===== src/hdl/ps2h_pkg.sv =====
package ps2h_pkg;

   localparam logic [1:0] ACT_EDGE    = 2'd0;
   localparam logic [1:0] ACT_WRITE   = 2'd1;
   localparam logic [1:0] ACT_POP     = 2'd2;
   localparam logic [1:0] ACT_RESTART = 2'd3;

   localparam logic [1:0] MODE_ERROR = 2'd0;
   localparam logic [1:0] MODE_RX    = 2'd1;
   localparam logic [1:0] MODE_TX    = 2'd2;

   localparam logic [3:0] FRAME_START = 4'd11;
   localparam logic [3:0] POS_START   = 4'd11;
   localparam logic [3:0] POS_TX_PAR  = 4'd3;
   localparam logic [3:0] POS_TX_STOP = 4'd2;
   localparam logic [3:0] POS_RX_PAR  = 4'd2;
   localparam logic [3:0] POS_LAST    = 4'd1;

   typedef struct packed {
      logic clear;
      logic push;
      logic pop;
   } fifo_cmd_type;

   typedef struct packed {
      logic full;
      logic empty;
   } fifo_stat_type;

   function automatic logic odd_parity(input logic [7:0] b);
      return ~(^b);
   endfunction

endpackage


===== src/hdl/ps2h_top.sv =====
// Channel   Direction  Handshake              Payload
// req_      in         req_valid / req_stall  action, data_pin, write_byte
// rsp_      out        rsp_valid / rsp_stall  data_drive, read_byte, fifo_count, line_mode
//
// One beat per cycle sustained while rsp_stall is low. Line state and FIFO
// pointers update at accept, when the receive store read register and a hold
// stage also load; the output register follows, and rsp_valid rises when the
// hold stage moves into it. Synchronous reset clears control and pointers;
// store contents are not cleared. rsp_stall backs up through the hold stage
// into req_stall.
module ps2_host_frame_engine_top #(
   parameter int FIFO_DEPTH = 16
) (
   input  logic                              clock,
   input  logic                              reset,
   input  logic                              req_valid,
   output logic                              req_stall,
   input  logic [1:0]                        req_action,
   input  logic                              req_data_pin,
   input  logic [7:0]                        req_write_byte,
   output logic                              rsp_valid,
   input  logic                              rsp_stall,
   output logic                              rsp_data_drive,
   output logic [7:0]                        rsp_read_byte,
   output logic [$clog2(FIFO_DEPTH+1)-1:0]   rsp_fifo_count,
   output logic [1:0]                        rsp_line_mode
);

   localparam int CW = $clog2(FIFO_DEPTH + 1);

   logic                    accept;
   ps2h_pkg::fifo_cmd_type  cmd;
   ps2h_pkg::fifo_stat_type stat;
   logic [CW-1:0]           count_next;
   logic [7:0]              rd_data;

   logic [1:0]    mode_ff, mode_in;
   logic [3:0]    bit_cnt_ff, bit_cnt_in;
   logic [7:0]    shift_ff, shift_in;
   logic          tx_par_ff, tx_par_in;
   logic          drive_ff, drive_in;

   logic          b_valid_ff;
   logic          b_drive_ff;
   logic          b_pop_ff;
   logic [CW-1:0] b_count_ff;
   logic [1:0]    b_mode_ff;
   logic          b_move;
   logic          c_free;

   logic          c_valid_ff;
   logic          c_drive_ff;
   logic [7:0]    c_byte_ff;
   logic [CW-1:0] c_count_ff;
   logic [1:0]    c_mode_ff;

   assign c_free    = !c_valid_ff || !rsp_stall;
   assign b_move    = b_valid_ff && c_free;
   assign req_stall = b_valid_ff && !c_free;
   assign accept    = req_valid && !req_stall;

   ps2h_rx_fifo #(
      .FIFO_DEPTH(FIFO_DEPTH)
   ) u_fifo (
      .clock      (clock),
      .reset      (reset),
      .cmd        (cmd),
      .push_data  (shift_ff),
      .status     (stat),
      .count_next (count_next),
      .rd_data    (rd_data)
   );

   always_comb begin
      mode_in    = mode_ff;
      bit_cnt_in = bit_cnt_ff;
      shift_in   = shift_ff;
      tx_par_in  = tx_par_ff;
      drive_in   = drive_ff;
      cmd        = '0;
      if (accept) begin
         unique case (req_action)
            ps2h_pkg::ACT_EDGE: begin
               if (mode_ff != ps2h_pkg::MODE_ERROR) begin
                  bit_cnt_in = bit_cnt_ff - 1'b1;
                  if (mode_ff == ps2h_pkg::MODE_TX) begin
                     case (bit_cnt_ff)
                        ps2h_pkg::POS_TX_PAR:  drive_in = ~tx_par_ff;
                        ps2h_pkg::POS_TX_STOP: drive_in = 1'b0;
                        ps2h_pkg::POS_LAST: begin
                           mode_in    = req_data_pin ? ps2h_pkg::MODE_ERROR
                                                     : ps2h_pkg::MODE_RX;
                           bit_cnt_in = ps2h_pkg::FRAME_START;
                        end
                        default: begin
                           drive_in = ~shift_ff[0];
                           shift_in = {1'b0, shift_ff[7:1]};
                        end
                     endcase
                  end else begin
                     case (bit_cnt_ff)
                        ps2h_pkg::POS_START: begin
                           if (req_data_pin) mode_in = ps2h_pkg::MODE_ERROR;
                        end
                        ps2h_pkg::POS_RX_PAR: begin
                           if (ps2h_pkg::odd_parity(shift_ff) != req_data_pin) begin
                              mode_in = ps2h_pkg::MODE_ERROR;
                           end
                        end
                        ps2h_pkg::POS_LAST: begin
                           if (!req_data_pin || stat.full) begin
                              mode_in = ps2h_pkg::MODE_ERROR;
                           end else begin
                              cmd.push = 1'b1;
                           end
                           bit_cnt_in = ps2h_pkg::FRAME_START;
                        end
                        default: shift_in = {req_data_pin, shift_ff[7:1]};
                     endcase
                  end
               end
            end
            ps2h_pkg::ACT_WRITE: begin
               drive_in   = 1'b1;
               cmd.clear  = 1'b1;
               mode_in    = ps2h_pkg::MODE_TX;
               bit_cnt_in = ps2h_pkg::FRAME_START;
               shift_in   = req_write_byte;
               tx_par_in  = ps2h_pkg::odd_parity(req_write_byte);
            end
            ps2h_pkg::ACT_POP: cmd.pop = 1'b1;
            ps2h_pkg::ACT_RESTART: begin
               drive_in   = 1'b0;
               cmd.clear  = 1'b1;
               mode_in    = ps2h_pkg::MODE_RX;
               bit_cnt_in = ps2h_pkg::FRAME_START;
            end
            default: ;
         endcase
      end
   end

   always_ff @(posedge clock) begin
      if (reset) begin
         mode_ff    <= ps2h_pkg::MODE_RX;
         bit_cnt_ff <= ps2h_pkg::FRAME_START;
         shift_ff   <= '0;
         tx_par_ff  <= 1'b0;
         drive_ff   <= 1'b0;
         b_valid_ff <= 1'b0;
         c_valid_ff <= 1'b0;
      end else begin
         mode_ff    <= mode_in;
         bit_cnt_ff <= bit_cnt_in;
         shift_ff   <= shift_in;
         tx_par_ff  <= tx_par_in;
         drive_ff   <= drive_in;
         if (accept) begin
            b_valid_ff <= 1'b1;
         end else if (b_move) begin
            b_valid_ff <= 1'b0;
         end
         if (b_move) begin
            c_valid_ff <= 1'b1;
         end else if (!rsp_stall) begin
            c_valid_ff <= 1'b0;
         end
      end
   end

   always_ff @(posedge clock) begin
      if (accept) begin
         b_drive_ff <= drive_in;
         b_pop_ff   <= cmd.pop && !stat.empty;
         b_count_ff <= count_next;
         b_mode_ff  <= mode_in;
      end
      if (b_move) begin
         c_drive_ff <= b_drive_ff;
         c_byte_ff  <= b_pop_ff ? rd_data : 8'h00;
         c_count_ff <= b_count_ff;
         c_mode_ff  <= b_mode_ff;
      end
   end

   assign rsp_valid      = c_valid_ff;
   assign rsp_data_drive = c_drive_ff;
   assign rsp_read_byte  = c_byte_ff;
   assign rsp_fifo_count = c_count_ff;
   assign rsp_line_mode  = c_mode_ff;

endmodule


===== src/hdl/ps2h_rx_fifo.sv =====
module ps2h_rx_fifo #(
   parameter int FIFO_DEPTH = 16
) (
   input  logic                              clock,
   input  logic                              reset,
   input  ps2h_pkg::fifo_cmd_type            cmd,
   input  logic [7:0]                        push_data,
   output ps2h_pkg::fifo_stat_type           status,
   output logic [$clog2(FIFO_DEPTH+1)-1:0]   count_next,
   output logic [7:0]                        rd_data
);

   localparam int PW = $clog2(FIFO_DEPTH);
   localparam int CW = $clog2(FIFO_DEPTH + 1);

   logic [7:0]    store_mem [FIFO_DEPTH];
   logic [7:0]    rd_data_ff;
   logic [PW-1:0] wr_ptr_ff, wr_ptr_in;
   logic [PW-1:0] rd_ptr_ff, rd_ptr_in;
   logic [CW-1:0] count_ff, count_in;
   logic          do_push, do_pop;

   assign status.full  = (count_ff == CW'(FIFO_DEPTH));
   assign status.empty = (count_ff == '0);
   assign do_push      = cmd.push && !status.full;
   assign do_pop       = cmd.pop && !status.empty;

   always_comb begin
      wr_ptr_in = wr_ptr_ff;
      rd_ptr_in = rd_ptr_ff;
      count_in  = count_ff;
      if (cmd.clear) begin
         wr_ptr_in = '0;
         rd_ptr_in = '0;
         count_in  = '0;
      end else if (do_push) begin
         wr_ptr_in = (wr_ptr_ff == PW'(FIFO_DEPTH - 1)) ? '0 : wr_ptr_ff + 1'b1;
         count_in  = count_ff + 1'b1;
      end else if (do_pop) begin
         rd_ptr_in = (rd_ptr_ff == PW'(FIFO_DEPTH - 1)) ? '0 : rd_ptr_ff + 1'b1;
         count_in  = count_ff - 1'b1;
      end
   end

   assign count_next = count_in;
   assign rd_data    = rd_data_ff;

   always_ff @(posedge clock) begin
      if (reset) begin
         wr_ptr_ff <= '0;
         rd_ptr_ff <= '0;
         count_ff  <= '0;
      end else begin
         wr_ptr_ff <= wr_ptr_in;
         rd_ptr_ff <= rd_ptr_in;
         count_ff  <= count_in;
      end
   end

   always_ff @(posedge clock) begin
      if (do_push && !cmd.clear) begin
         store_mem[wr_ptr_ff] <= push_data;
      end
      if (do_pop && !cmd.clear) begin
         rd_data_ff <= store_mem[rd_ptr_ff];
      end
   end

endmodule

===== config.mk =====
export PLATFORM = sky130hd
export DESIGN_NAME = ps2_host_frame_engine_top
export DESIGN_NICKNAME = d
export VERILOG_FILES = /design/src/hdl/ps2h_pkg.sv /design/src/hdl/ps2h_top.sv /design/src/hdl/ps2h_rx_fifo.sv
export SDC_FILE = /design/constraint.sdc
export NUM_CORES = 1
export LEC_CHECK = 0
export BUFFER_PORTS_ARGS = -buffer_cell sky130_fd_sc_hd__buf_2
export CORE_MARGIN = 2
export CORE_UTILIZATION = 53
export DETAILED_ROUTE_END_ITERATION = 6
export HOLD_SLACK_MARGIN = 0.05
export PLACE_DENSITY = 0.7
export RECOVER_POWER = 100
export SYNTH_ARGS = -nofsm -noshare
export SYNTH_HDL_FRONTEND = slang
export SYNTH_SLANG_ARGS = --single-unit

===== constraint.sdc =====
create_clock -name clock -period 3.5 [get_ports clock]
set_clock_uncertainty 0.1 [all_clocks]
set_input_delay 0.35 -clock clock [delete_from_list [all_inputs] [get_ports clock]]
set_output_delay 0.35 -clock clock [all_outputs]
set_load 0.02 [all_outputs]

==> run summary <==
initial antenna violation count -> 0
crit path capture -> u_fifo.store_mem[1][5]
clk root buf -> clkbuf_16
worst setup margin -> 0.345 ns
Worst R2R Setup Slack -> 0.35 ns
Hold Slack -> 0.0701 ns
Worst slew margin -> 0.281
Final Hold Vio Count -> 0
port buffer count -> 32
site row count -> 45
Crit Path Class -> register to register
clock sinks -> 192
Mapped Avg Cell Area -> 15.7 sq um
TritonCTS clock tree -> yes
total number of vias -> 4600
FF-to-FF Start -> bit_cnt_ff[0]
cell leakage power -> 2.89 nW
critical path launch point -> bit_cnt_ff[0]
Yosys reg bits -> 192
top cells by area, synth -> edfxtp_1 (60%), mux4_2 (8.9%), dfxtp_1 (7.7%), mux2i_1 (2.4%), nor2_1 (1.9%)
gr busiest metal -> met2
Post-Synthesis Cell Area -> 8070 sq um
crit-path max FO -> 8
Synth area leader -> edfxtp_1
sequential element share of the synthesized area -> 0.676
Reg2Reg Depth -> 7
dpl ws -> 0.416 ns
chip width -> 127 um
clk slew on worst S/H paths -> 0.07 ns
f_max -> 0.317 GHz
grt met2 use -> 0.336
Die Ht -> 127 um
largest net degree at the start of global routing -> 30
Gate Count Post-Synth -> 514
Clock Tree Buf Depth -> 2
outcome -> completed
Yosys warnings -> 0
fillcell total -> 1134
Layout area overhead -> 11.9%
total gr overflow -> 0
Slew Limit Fails -> 0
Antenna Cells -> 0
post-CTS setup buffers -> 0
Primary FF master, synth -> edfxtp_1
fin nets -> 589
Final period util -> 0.901
DRT Pass-1 Iters -> 5
Yosys top cell area share -> 0.599
Cell Pwr Density -> 521 nW/um^2
RSZ-0062 raised after global routing -> false
Peak VDD IR -> 0.000363 V
dpl hpwl -> 10600 um
Tot Pwr -> 4.71 mW
Final Cell Area -> 9030 sq um
starting density of the core -> 0.537
via-per-instance ratio -> 6.03
total track usage -> 0.212
Core Box Area -> 15000 sq um
MaxCap Viol Count -> 0
post-cts sizing count -> 0
DRC errors left -> 0
Unique masters post-synth -> 56
placed instance count -> 731
met3 GRT Util -> 0.0473
number of synthesized flops with an enable pin -> 161
layout cells sized above 1 -> 0.151
Worst-Skew Late Latency -> 0.44 ns
H-tree level count -> 4
IO Pins -> 33
Area after DPL -> 8540 sq um
worst path arrival time -> 3.13 ns
Final TNS setup -> 0 ns
Final min period -> 3.15 ns
Slew @ Worst Pin -> 1.08 ns
drt initial violations -> 542
Post-Syn Nets -> 541
worst hold-check path type -> input port to register
CP Capture Type -> register
first-pass GRT wire length -> 25300 um
drt wl/cell -> 21.3 um
cts hold-fix bufs -> 0
vias in the first global route -> 4523
met1 Resource Use GR -> 0.292
final non-filler cell total -> 763
Routability Congestion -> 0.838
Detail Route Antenna Nets -> 0
DRT Wirelength -> 16300 um
Reg-to-Reg End -> u_fifo.store_mem[1][5]
CP required -> 3.48 ns
asr flop ratio synth -> 0
critical path launch point type -> register
DIE AREA -> 16200 sq um
CTS buffer count -> 17
final setup vio count -> 0
final core utilization -> 0.601
-- power breakdown --
part           internal [mW]  switching [mW]
clock                   1.16           0.841
sequential              2.50          0.0141
combinational         0.0612           0.124
total                   3.73           0.979
-- synth_stat cells, types with 2 or more instances --
library cell	n
nor3_1	11
o2111ai_1	2
a21oi_1	20
buf_2	8
xnor2_1	13
nor2b_1	11
edfxtp_1	161
a31oi_1	2
a211oi_1	17
o311a_1	3
and2_1	12
nand2b_1	4
and3_1	5
nor4b_1	3
nor2_1	41
clkbuf_1	14
buf_1	3
nor3b_1	3
nand4_1	5
nand2_1	20
dfxtp_1	31
mux2i_1	19
mux4_2	32
o21ai_0	6
a211o_1	4
nand3b_1	2
nand3_1	7
xor2_1	4
inv_1	10
buf_6	2
ha_1	12
a311oi_1	3
-- layout make-up --
cell class	count	area, sq um	share of cell area
flip-flops and latches	192	5460	0.604
multi-input cells	283	2430	0.269
clock buffers	20	457	0.0506
repair buffers	58	259	0.0287
well taps	188	235	0.0260
clock inverters	12	156	0.0173
inverters	10	37.5	0.00416
-- cell families (layout without fill, tap and decap cells) --
group	Yosys count	count (layout)	synth area share
multiplexers	51	51	0.113
buffers and inverters	39	100	0.0219
AO/OA/AOI/OAI	71	71	0.0659
adder cells (fa/ha/maj)	12	12	0.0186
XOR/XNOR	18	18	0.0212
AND/OR/NAND/NOR	131	131	0.0837
flip-flops	192	192	0.676
-- placed cells by master, fill, tap and decap left out, types with 5 or more instances in the layout --
master	count
xnor2_1	13
nand2_1	20
mux2i_1	19
and3_1	5
inv_1	10
and2_0	10
nand3_1	7
buf_2	14
nor2_1	41
a211oi_1	17
nor2b_1	11
edfxtp_1	161
nor3_1	11
ha_1	12
nand4_1	5
clkbuf_16	17
a21oi_1	20
dfxtp_1	31
clkbuf_1	42
mux4_2	32
o21ai_0	6
-- worst max-delay path, stage by stage (launching register included) --
cell	delay, ns
dfxtp_1	0.41
ha_1	0.24
or3b_1	0.43
a311oi_4	0.46
and2_1	0.36
nand2_1	0.19
nor3_1	0.18
clkbuf_1	0.42
-- worst min path at each step --
stage                              from                end  cells after the start
after detailed placement  b_count_ff[1]  rsp_fifo_count[1]                      0
after CTS                     rsp_stall          rsp_valid                      3
final                         rsp_stall          rsp_valid                      3
after floorplan              b_drive_ff     rsp_data_drive                      0
after global routing          rsp_stall          rsp_valid                      3
after global placement       b_drive_ff     rsp_data_drive                      0
-- flip-flops by register name, indices dropped and copies added (netlist names), 5 cells and up --
signal,count
b_count_ff,5
rsp_fifo_count,5
rsp_read_byte,8
shift_ff,8
u_fifo.count_ff,5
u_fifo.rd_data,8
u_fifo.store_mem,128
-- metal layers --
metal,wire length (um),up-vias,part of all wire
li1,-,2098,-
met1,7090,2312,0.44
met2,8010,161,0.49
met3,856,29,0.053
met4,323,0,0.020
met5,0,-,0
No activity file was read; power rests on OpenSTA's default activity.
